<file path="config.mk">
export PLATFORM = sky130hd
export DESIGN_NAME = stack_allocator_core
export DESIGN_NICKNAME = d
export VERILOG_FILES = /design/src/hw/rtl/sac_pkg.sv /design/src/hw/rtl/sac_cell.sv /design/src/hw/rtl/sac_pad_stack.sv /design/src/hw/rtl/stack_allocator_core.sv
export SDC_FILE = /design/constraint.sdc
export NUM_CORES = 2
export LEC_CHECK = 0
export BUFFER_PORTS_ARGS = -buffer_cell sky130_fd_sc_hd__buf_4
export CAP_MARGIN = 10
export CELL_PAD_IN_SITES_DETAIL_PLACEMENT = 0
export CELL_PAD_IN_SITES_GLOBAL_PLACEMENT = 1
export CORE_UTILIZATION = 51
export CTS_CLUSTER_DIAMETER = 200
export DETAILED_ROUTE_END_ITERATION = 16
export GPL_TIMING_DRIVEN = 0
export PLACE_DENSITY_LB_ADDON = 0.1
export SLEW_MARGIN = 20
export SYNTH_ARGS = -nofsm -noshare
export SYNTH_HDL_FRONTEND = slang
export SYNTH_SLANG_ARGS = --single-unit
</file>
<file path="constraint.sdc">
create_clock -name aclk -period 31.5 [get_ports aclk]
set_clock_uncertainty 0.2 [all_clocks]
set_input_delay 3.15 -clock aclk [delete_from_list [all_inputs] [get_ports aclk]]
set_output_delay 3.15 -clock aclk [all_outputs]
set_load 0.005 [all_outputs]
</file>
<file path="src/hw/rtl/sac_pkg.sv">
// shared types, sizes and codes for the stack allocator
`default_nettype none

package sac_pkg;

    localparam int POOL_BYTES   = 65536;
    localparam int MAX_BLOCKS   = 64;
    localparam int HEADER_BYTES = 1;

    localparam int OFS_W = $clog2(POOL_BYTES + 1);
    localparam int CNT_W = $clog2(MAX_BLOCKS + 1);
    localparam int PAD_W = 8;

    typedef logic [PAD_W-1:0] pad_t;
    typedef logic [CNT_W-1:0] cnt_t;

    typedef enum logic [1:0] {
        CMD_ALLOC = 2'd0,
        CMD_FREE  = 2'd1,
        CMD_RESET = 2'd2
    } cmd_t;

    typedef enum logic {
        REG_BASE_ADDR = 1'b0,
        REG_POOL_SIZE = 1'b1
    } reg_idx_t;

    // control from the allocator to the padding stack
    typedef struct packed {
        logic push;
        logic pop;
        logic clear;
        pad_t data;
    } stk_ctl_t;

    // status from the padding stack back to the allocator
    typedef struct packed {
        logic full;
        logic empty;
        pad_t top;
        cnt_t count;
    } stk_sts_t;

endpackage

`default_nettype wire

</file>
<file path="src/hw/rtl/sac_cell.sv">
// one cell of the padding stack chain: takes from the upper or lower neighbor
`default_nettype none

module sac_cell (
    input  wire logic            aclk,
    input  wire sac_pkg::stk_ctl_t ctl,
    input  wire sac_pkg::pad_t   prev_d,
    input  wire sac_pkg::pad_t   next_d,
    output sac_pkg::pad_t        q
);
    import sac_pkg::*;

    pad_t q_reg;
    pad_t q_next;

    always_comb begin
        q_next = q_reg;
        if (ctl.push) begin
            q_next = prev_d;
        end else if (ctl.pop) begin
            q_next = next_d;
        end
    end

    always_ff @(posedge aclk) begin
        q_reg <= q_next;
    end

    assign q = q_reg;

endmodule

`default_nettype wire

</file>
<file path="src/hw/rtl/sac_pad_stack.sv">
// padding stack as a shifting chain of cells, top of stack in cell zero
`default_nettype none

module sac_pad_stack (
    input  wire logic              aclk,
    input  wire logic              aresetn,
    input  wire sac_pkg::stk_ctl_t ctl,
    output sac_pkg::stk_sts_t      sts
);
    import sac_pkg::*;

    pad_t cell_q [MAX_BLOCKS];
    cnt_t count_reg;
    cnt_t count_next;

    genvar i;
    generate
        for (i = 0; i < MAX_BLOCKS; i++) begin : g_cell
            pad_t prev_d;
            pad_t next_d;
            if (i == 0) begin : g_first
                assign prev_d = ctl.data;
            end else begin : g_mid
                assign prev_d = cell_q[i-1];
            end
            if (i == MAX_BLOCKS - 1) begin : g_last
                assign next_d = '0;
            end else begin : g_inner
                assign next_d = cell_q[i+1];
            end
            sac_cell u_cell (
                .aclk   (aclk),
                .ctl    (ctl),
                .prev_d (prev_d),
                .next_d (next_d),
                .q      (cell_q[i])
            );
        end
    endgenerate

    always_comb begin
        count_next = count_reg;
        if (ctl.clear) begin
            count_next = '0;
        end else if (ctl.push) begin
            count_next = count_reg + cnt_t'(1);
        end else if (ctl.pop) begin
            count_next = count_reg - cnt_t'(1);
        end
    end

    always_ff @(posedge aclk) begin
        if (!aresetn) begin
            count_reg <= '0;
        end else begin
            count_reg <= count_next;
        end
    end

    assign sts.full  = (count_reg >= cnt_t'(MAX_BLOCKS));
    assign sts.empty = (count_reg == '0);
    assign sts.top   = cell_q[0];
    assign sts.count = count_reg;

    a_count_bound: assert property (@(posedge aclk) disable iff (!aresetn)
        count_reg <= cnt_t'(MAX_BLOCKS))
        else $error("padding stack count above depth");
    a_no_push_full: assert property (@(posedge aclk) disable iff (!aresetn)
        ctl.push |-> !sts.full)
        else $error("push into full padding stack");
    a_pop_count: assert property (@(posedge aclk) disable iff (!aresetn)
        (ctl.pop && !ctl.push && !ctl.clear) |=> count_reg == $past(count_reg) - cnt_t'(1))
        else $error("pop did not lower the count");

endmodule

`default_nettype wire

</file>
<file path="src/hw/rtl/stack_allocator_core.sv">
// stack allocator top level: request decode, offset and peak tracking, apb registers
//
//  channel | ports        | fields
//  --------+--------------+---------------------------------------------------
//  in      | s_t*         | tuser: cmd; tdata: req_size, alignment, block_addr
//  out     | m_t*         | tuser: fail; tdata: result_addr, used, peak
//  config  | apb          | 0x0 base_addr, 0x4 pool_size
//
// one word per cycle while the output register is empty or drained: each request resolves
// in the cycle it is accepted and its result lands in the output register the next cycle.
// the padding stack is a chain of cells that shifts one place per push or pop.
// s_tready is high whenever the output register is empty or being drained.
// synchronous active-low reset clears offset, peak, stack count, valid and base address.
`default_nettype none

module stack_allocator_core (
    input  wire logic        aclk,
    input  wire logic        aresetn,
    input  wire logic        s_tvalid,
    output logic             s_tready,
    input  wire logic [63:0] s_tdata,  // req_size[16:0], alignment[24:17], block_addr[56:25]
    input  wire logic [1:0]  s_tuser,  // cmd[1:0]
    output logic             m_tvalid,
    input  wire logic        m_tready,
    output logic [71:0]      m_tdata,  // result_addr[31:0], used_bytes[48:32], peak_bytes[65:49]
    output logic             m_tuser,  // fail[0]
    input  wire logic        psel,
    input  wire logic        penable,
    input  wire logic        pwrite,
    input  wire logic [2:0]  paddr,
    input  wire logic [31:0] pwdata,
    output logic [31:0]      prdata,
    output logic             pready
);
    import sac_pkg::*;

    logic [31:0]      base_addr_reg;
    logic [OFS_W-1:0] pool_size_reg;
    logic [OFS_W-1:0] top_reg,  top_next;
    logic [OFS_W-1:0] peak_reg, peak_next;

    logic             m_tvalid_reg, m_tvalid_next;
    logic [31:0]      res_addr_reg, res_addr_next;
    logic             fail_reg,     fail_next;

    logic             in_fire;
    logic             cfg_wr;
    reg_idx_t         cfg_idx;

    cmd_t             cmd;
    logic [16:0]      req_size;
    logic [7:0]       alignment;
    logic [31:0]      block_addr;

    logic [7:0]       align_n;
    logic [7:0]       align_mask;
    logic [31:0]      cur_addr;
    logic [7:0]       cur_hdr;
    pad_t             pad;
    logic [OFS_W+1:0] alloc_end;
    logic [OFS_W-1:0] usable;
    logic [31:0]      restored;

    stk_ctl_t         stk_ctl;
    stk_sts_t         stk_sts;

    assign cmd        = cmd_t'(s_tuser);
    assign req_size   = s_tdata[16:0];
    assign alignment  = s_tdata[24:17];
    assign block_addr = s_tdata[56:25];

    assign s_tready = !m_tvalid_reg || m_tready;
    assign in_fire  = s_tvalid && s_tready;

    // lowest set bit of the alignment, zero means byte aligned
    assign align_n    = (alignment == '0) ? 8'd1 : (alignment & (8'd0 - alignment));
    assign align_mask = align_n - 8'd1;

    assign cur_addr  = base_addr_reg + 32'(top_reg);
    assign cur_hdr   = cur_addr[7:0] + 8'(HEADER_BYTES);
    assign pad       = ((8'd0 - cur_hdr) & align_mask) + 8'(HEADER_BYTES);
    assign alloc_end = (OFS_W+2)'(top_reg) + (OFS_W+2)'(pad) + (OFS_W+2)'(req_size);
    assign usable    = (pool_size_reg < OFS_W'(POOL_BYTES)) ? pool_size_reg
                                                            : OFS_W'(POOL_BYTES);
    assign restored  = block_addr - 32'(stk_sts.top) - base_addr_reg;

    always_comb begin
        top_next      = top_reg;
        peak_next     = peak_reg;
        res_addr_next = res_addr_reg;
        fail_next     = fail_reg;
        stk_ctl       = '{push: 1'b0, pop: 1'b0, clear: 1'b0, data: pad};
        if (in_fire) begin
            res_addr_next = '0;
            fail_next     = 1'b0;
            case (cmd)
                CMD_ALLOC: begin
                    if (stk_sts.full || alloc_end > (OFS_W+2)'(usable)) begin
                        fail_next = 1'b1;
                    end else begin
                        stk_ctl.push  = 1'b1;
                        top_next      = alloc_end[OFS_W-1:0];
                        res_addr_next = cur_addr + 32'(pad);
                        if (alloc_end[OFS_W-1:0] > peak_reg) begin
                            peak_next = alloc_end[OFS_W-1:0];
                        end
                    end
                end
                CMD_FREE: begin
                    // free above the top is refused without a pop
                    if (stk_sts.empty || restored > 32'(top_reg)) begin
                        fail_next = 1'b1;
                    end else begin
                        stk_ctl.pop = 1'b1;
                        top_next    = restored[OFS_W-1:0];
                    end
                end
                CMD_RESET: begin
                    stk_ctl.clear = 1'b1;
                    top_next      = '0;
                    peak_next     = '0;
                end
                default: begin
                end
            endcase
        end
    end

    assign m_tvalid_next = in_fire || (m_tvalid_reg && !m_tready);

    always_ff @(posedge aclk) begin
        if (!aresetn) begin
            top_reg      <= '0;
            peak_reg     <= '0;
            m_tvalid_reg <= 1'b0;
        end else begin
            top_reg      <= top_next;
            peak_reg     <= peak_next;
            m_tvalid_reg <= m_tvalid_next;
        end
    end

    always_ff @(posedge aclk) begin
        res_addr_reg <= res_addr_next;
        fail_reg     <= fail_next;
    end

    sac_pad_stack u_pad_stack (
        .aclk    (aclk),
        .aresetn (aresetn),
        .ctl     (stk_ctl),
        .sts     (stk_sts)
    );

    // used and peak are the live state, which the next word cannot change until taken
    assign m_tvalid = m_tvalid_reg;
    assign m_tuser  = fail_reg;
    assign m_tdata  = {6'd0, peak_reg, top_reg, res_addr_reg};

    // apb registers
    assign pready  = 1'b1;
    assign cfg_wr  = psel && penable && pwrite && pready;
    assign cfg_idx = reg_idx_t'(paddr[2]);

    always_ff @(posedge aclk) begin
        if (!aresetn) begin
            base_addr_reg <= '0;
            pool_size_reg <= OFS_W'(POOL_BYTES);
        end else if (cfg_wr) begin
            unique case (cfg_idx)
                REG_BASE_ADDR: base_addr_reg <= pwdata;
                REG_POOL_SIZE: pool_size_reg <= pwdata[OFS_W-1:0];
                default: begin
                end
            endcase
        end
    end

    always_comb begin
        unique case (cfg_idx)
            REG_BASE_ADDR: prdata = base_addr_reg;
            REG_POOL_SIZE: prdata = 32'(pool_size_reg);
            default:       prdata = '0;
        endcase
    end

    a_top_le_peak: assert property (@(posedge aclk) disable iff (!aresetn)
        top_reg <= peak_reg)
        else $error("offset above peak");
    a_fail_zero_addr: assert property (@(posedge aclk) disable iff (!aresetn)
        (m_tvalid_reg && fail_reg) |-> res_addr_reg == '0)
        else $error("failed word carries an address");
    a_push_moves_top: assert property (@(posedge aclk) disable iff (!aresetn)
        stk_ctl.push |=> top_reg > $past(top_reg))
        else $error("allocate did not advance the offset");
    a_hold_on_stall: assert property (@(posedge aclk) disable iff (!aresetn)
        (m_tvalid_reg && !m_tready) |=> $stable(top_reg) && $stable(peak_reg))
        else $error("state moved under a stalled result");

endmodule

`default_nettype wire
</file>
### Yosys cells after proc, flatten, opt, wreduce, memory -nomap -nowiden

Cells that the tools add are included.

| cells by class | value |
|---|---|
| $add $sub $neg | 13 |
| order comparisons | 5 |
| equal/unequal tests | 5 |
| multiplexer cells | 148 |
| bitwise operators | 5 |
| reductions and logical operators | 22 |

Operators by type and width:

| cell | count |
|---|---|
| $mux W8 | 129 |
| $mux W17 | 5 |
| $pmux W32 S2 | 1 |
| $pmux W17 S3 | 1 |
| $pmux W17 S2 | 1 |
| $add A32 B17 Y32 | 1 |
| $add A32 B8 Y32 | 1 |
| $gt A32 B17 Y1 | 1 |
| $sub A32 B32 Y32 | 1 |
| $sub A32 B8 Y32 | 1 |
| $add A18 B17 Y19 | 1 |
| $gt A19 B17 Y1 | 1 |
| $add A17 B8 Y18 | 1 |
| $gt A17 B17 Y1 | 1 |
| $lt A17 B17 Y1 const B | 1 |
| $add A8 B1 Y8 const B | 2 |
| $and A8 B8 Y8 | 2 |
| $sub A1 B8 Y8 const A | 2 |
| $mux W7 | 2 |
| $logic_not A8 Y1 | 1 |
| $reduce_and A4 Y1 | 2 |
| $sub A8 B1 Y8 const B | 1 |
| $add A7 B1 Y7 const B | 1 |
| $ge A7 B7 Y1 const B | 1 |
| other kinds (17) | 37 |

| word-level totals | value |
|---|---|
| register bits after elaboration | 636 |
| input port bits | 108 |
| output and inout bits | 108 |

### Depth between registers and ports, before layout

| logic depth | value |
|---|---|
| depth in word-level cells | 15 |
| mapped depth | 41 |
| gate-level depth less buffers | 39 |

### Modules after synthesis

From an unflattened synthesis, not the netlist that was laid out.

| unflattened totals | value |
|---|---|
| cell total of the unflattened synthesis | 2853 |
| area total of the unflattened synthesis | 37218.2 sq um |

By module, submodules not included:

| module | instances | cells each | area an instance (sq um) | seq. area each (sq um) |
|---|---|---|---|---|
| sac_cell | 64 | 18 | 377.9 | 240.2 |
| stack_allocator_core | 1 | 1642 | 12545.8 | 2672.6 |
| sac_pad_stack | 1 | 59 | 489.2 | 140.1 |

### Worst setup path before layout

No wires, ideal clock.

| timing | value |
|---|---|
| path type | input to register |
| from | input s_tdata[20] |
| to | register u_pad_stack.count_reg[2] |
| data arrival time | 20.280 ns |
| required time | 30.650 ns |
| slack | 10.371 ns |
| stages | 30 |
| path buffers | 1 |
| cell sequence | nor4_1 > a21oi_1 > ha_1 > nor3_1 > mux2i_1 > o31ai_1 > nand2b_1 > nor3_1 > xor2_1 > inv_1 > fa_1 > inv_1 > ha_1 > and2_1 > a221o_1 > or2_2 > a21o_1 > a21oi_1 > xnor2_1 > ha_1 > and4_1 > nand3_1 > or4_1 > o31a_1 > o21a_1 > nor3_4 > inv_2 > buf_2 > nand2_1 > a211oi_1 |

| between the ends | value |
|---|---|
| cells in the longest elaborated chain, start to end | 14 |
| elaborated cells on any way between the ends | 16 |
| classes of those cells | 5 x add/sub; 1 x order compare; 5 x mux; 2 x bitwise; 3 x reduce/logical |

RTL lines:

| what | RTL line | text |
|---|---|---|
| start, declared | stack_allocator_core.sv:21 | `input wire logic [63:0] s_tdata,` |
| $sub A1 B8 Y8 | stack_allocator_core.sv:76 | `assign align_n = (alignment == '0) ? 8'd1 : (alignment & (8'd0 - alignment));` |
| $and A8 B8 Y8 | stack_allocator_core.sv:76 |  |
| $mux W8 * | stack_allocator_core.sv:76 |  |
| $sub A8 B1 Y8 * | stack_allocator_core.sv:77 | `assign align_mask = align_n - 8'd1;` |
| $and A8 B8 Y8 * | stack_allocator_core.sv:81 | `assign pad = ((8'd0 - cur_hdr) & align_mask) + 8'(HEADER_BYTES);` |
| $add A8 B1 Y8 * | stack_allocator_core.sv:81 |  |
| $add A17 B8 Y18 * | stack_allocator_core.sv:82 | `assign alloc_end = (OFS_W+2)'(top_reg) + (OFS_W+2)'(pad) + (OFS_W+2)'(req_size);` |
| $add A18 B17 Y19 * | stack_allocator_core.sv:82 |  |
| $gt A19 B17 Y1 * | stack_allocator_core.sv:98 | `if (stk_sts.full \|\| alloc_end > (OFS_W+2)'(usable)) begin` |
| $logic_or A1 B1 Y1 * | stack_allocator_core.sv:98 |  |
| $mux W1 * | stack_allocator_core.sv:98 |  |
| $mux W1 * | stack_allocator_core.sv:96 | `case (cmd)` |
| $mux W3 * | stack_allocator_core.sv:93 | `if (in_fire) begin` |
| $mux W7 or $reduce_bool A2 Y1 (tied branches) | n/a |  |
| end signal, assigned | sac_pad_stack.sv:56 | `count_reg <= count_next;` |
| end, declared | sac_pad_stack.sv:13 | `cnt_t count_reg;` |

Every way passes the cells marked *; elsewhere a longest branch is shown, timed or not.
A chain may end at the register's enable or synchronous reset.

### Final worst setup path

| timing | value |
|---|---|
| from | input s_tdata[18] |
| to | register u_pad_stack.count_reg[6] |

The elaborated chain is that of the path after synthesis.

==> results.py <==
metrics = {
    "sta": {
        "slew_viol_final": 0,
        "fmax_mhz": 76.3,
        "tightest_slew_ns": 1.05,
        "post-route-min-period_ns": 13.10,
        "setup_viol_count_final": 0,
        "final-hold-violation-count": 0,
        "layout_setup_ws_ns": 18.40,
        "fin_hold_ws_ns": 0.267,
        "slew_headroom_pct": 30.0,
        "fin_crit_sh_pct": 41.6,
        "fin_setup_tns_ns": 0,
        "grt_setup_unrepaired": "no",
    },
    "global_routing": {
        "grt_pass1_vias": 25900,
        "grt_overflow_total": 0,
        "grt_start_max_net_pins": 58,
        "grt_pass1_wl_um": 144000,
        "antenna_found_initial": 1,
        "grt_usage_pct": 26.6,
    },
    "synthesis": {
        "ys_types": 91,
        "syn-cell-area_sq_um": 34700,
        "synth_warnings": 0,
        "syn_area_per_cell_sq_um": 9.08,
        "yosysMostFrequentCell": "nand2_1",
        "yosys-top-cells-count": "1701 x nand2_1, 545 x edfxtp_1, 170 x inv_1",
        "async_flop_share_pct": 0,
        "synthCells": 3818,
        "yosysSeqAreaShare_pct": 52.5,
        "ys_seq_elements": 636,
        "synth_top_area_share_pct": 47.2,
        "synth_edf_count": 545,
        "ys_top_cells_by_area": "edfxtp_1 47%, nand2_1 18%, ha_1 5.9%",
        "yosys.area.top_type": "edfxtp_1",
        "synthFlopType": "edfxtp_1",
    },
    "critical_path": {
        "critPathCaptureType": "register",
        "rr_endpoint": "u_pad_stack.count_reg[6]$_SDFFE_PP0P_",
        "cpPeakStageDelay_ns": 0.73,
        "cp.arrival_ns": 13.41,
        "cp_max_fo": 15,
        "regToRegSetupSlack_ns": 20.71,
        "r2r-start": "top_reg[0]$_SDFFE_PN0P_",
        "cp_slowest_cell": "xnor2_1",
        "crit_required_ns": 31.81,
        "worst_setup_path_start_kind": "primary input",
        "worstRegToRegCells": 38,
        "worstSetupPathType": "primary input to register",
    },
    "route": {
        "num_vias": 27300,
        "dr.pass1.iters": 5,
        "viasPerCell": 5.43,
        "avgRoutedWirePerCell_um": 18.5,
        "drt-total-wl_um": 92800,
        "antenna_left": 0,
        "drtIter0Drc": 2620,
        "drc": 0,
    },
    "worst_hold_path": {
        "hold_class": "register to register",
        "hp-start": "pool_size_reg[11]$_SDFFE_PN0P_",
        "min_to": "pool_size_reg[11]$_SDFFE_PN0P_",
        "holdPathStages": 2,
    },
    "clock_tree": {
        "cts_max_level": 3,
        "root_buffer": "clkbuf_16",
        "clockBufferDepth": 3,
        "clkLatencyLatePin_ns": 0.62,
        "cts_setup_buffers": 0,
        "path_clk_slew_ns": 0.06,
        "numCtsBuffers": 71,
        "tritoncts": "yes",
        "ctsResizeCount": 0,
        "cts.sinks": 636,
        "ctsHoldBuffers": 0,
    },
    "cells_and_area": {
        "syn_to_final_growth_pct": 15.1,
        "utilization_pct": 59.4,
        "postLayoutCellArea_sq_um": 39900,
        "nNetsFinal": 4396,
        "drive_gt1_share_pct": 11.0,
        "largest_reg_flops": 512,
    },
    "status": {
        "run_status": "finished, final reports clean",
    },
    "placement": {
        "dpl_cell_area_sq_um": 37600,
        "hpwl_um": 70400,
        "dp_slack_ns": 17.84,
        "port_buffers": 197,
        "place_congestion": 0.971,
    },
    "floorplan": {
        "dieArea_sq_um": 69000,
        "die_h_um": 263,
        "start_util_pct": 51.6,
        "rows": 95,
        "ios": 216,
        "fp.dieW_um": 263,
        "core_area_sq_um": 67200,
    },
    "power": {
        "power_density_nw_per_um2": 57.6,
        "vdd_drop_max_uv": 46.7,
        "p_leak_nw": 16.9,
    },
    "run": {
        "cap_violations": 0,
    },
}
-- cell families after synthesis --
kind of cell	Yosys count	synth area share [%]
xor gates and xnor gates	86	2.25
other	2	0.0217
muxes	19	0.595
and+or+nand+nor	2044	23.9
AOI/OAI and AO/OA	494	9.39
buffers and inverters	354	4.30
DFF	636	52.5
adders and majority gates	183	7.04
-- routing by layer --
metal  track usage (%)  vias to the layer above  routed length (um)
li1                  -                    13500                   -
met1              39.8                    12900               44300
met2              39.7                      732               39800
met3              4.24                      136                6260
met4              7.79                        0                2500
met5                 0                        -                   0
-- layout make-up --
type / instances / area (sq um)
Tap cell: 873 / 1090
Antenna cell: 1 / 2.50
Timing Repair Buffer: 209 / 1770
Buffer: 182 / 845
Sequential cell: 636 / 18200
Inverter: 172 / 646
Clock inverter: 38 / 472
Fill cell: 6083 / 27300
Multi-Input combinational cell: 2833 / 15000
Clock buffer: 84 / 1850
-- worst max-delay path by stage --
stage                     slack (ns)                                      endpoint        start  cells after the start
after global routing           17.66         u_pad_stack.count_reg[6]$_SDFFE_PP0P_  s_tdata[18]                     38
after CTS                      18.43         u_pad_stack.count_reg[6]$_SDFFE_PP0P_  s_tdata[18]                     38
after global placement          1.40  u_pad_stack.g_cell[19].u_cell.q[2]$_DFFE_PP_  s_tdata[18]                     28
final                          18.40         u_pad_stack.count_reg[6]$_SDFFE_PP0P_  s_tdata[18]                     38
after detailed placement       17.84         u_pad_stack.count_reg[6]$_SDFFE_PP0P_  s_tdata[20]                     38
after floorplan                10.37         u_pad_stack.count_reg[2]$_SDFFE_PP0P_  s_tdata[20]                     30
-- cells in the final DEF, fill, tap and decap left out, drive strengths merged, types with 20 or more instances in the layout --
cell | Yosys | routed
fa | 20 | 20
a21oi | 172 | 172
ha | 163 | 163
a21o | 42 | 42
nand3 | 30 | 30
buf | 101 | 310
nor2b | 29 | 29
o21ai | 94 | 94
xor2 | 25 | 25
inv | 172 | 174
clkbuf | 81 | 165
nand2 | 1701 | 1701
clkinv | 0 | 25
a211oi | 29 | 29
dfxtp | 91 | 91
nor3 | 44 | 44
nor2 | 96 | 96
edfxtp | 545 | 545
nand4 | 31 | 31
xnor2 | 59 | 59
-- through the flow --
step / cells / total power [mW]
2_1_floorplan: 3823 / 1.34
3_3_place_gp: 4893 / 1.50
5_1_grt: 5027 / 2.40
4_1_cts: 5027 / 2.31
6_report: 5028 / 2.30
3_5_place_dp: 4905 / 1.47
-- power by group --
group	leakage, nW	switching [mW]	total (mW)	internal (mW)
registers	5.73	0.0298	1.01	0.979
logic	10.1	0.286	0.450	0.164
clock network	1.12	0.350	0.839	0.488
-- worst max-delay path, delay by kind of cell --
family,cells,cell delay (ns)
AO/OA/AOI/OAI,15,3.56
AND/OR/NAND/NOR,11,2.33
adder cells (fa/ha/maj),5,1.94
buffers and inverters,4,1.30
XOR/XNOR,2,0.98
multiplexers,1,0.12
Power figures use the tool's default switching activity.
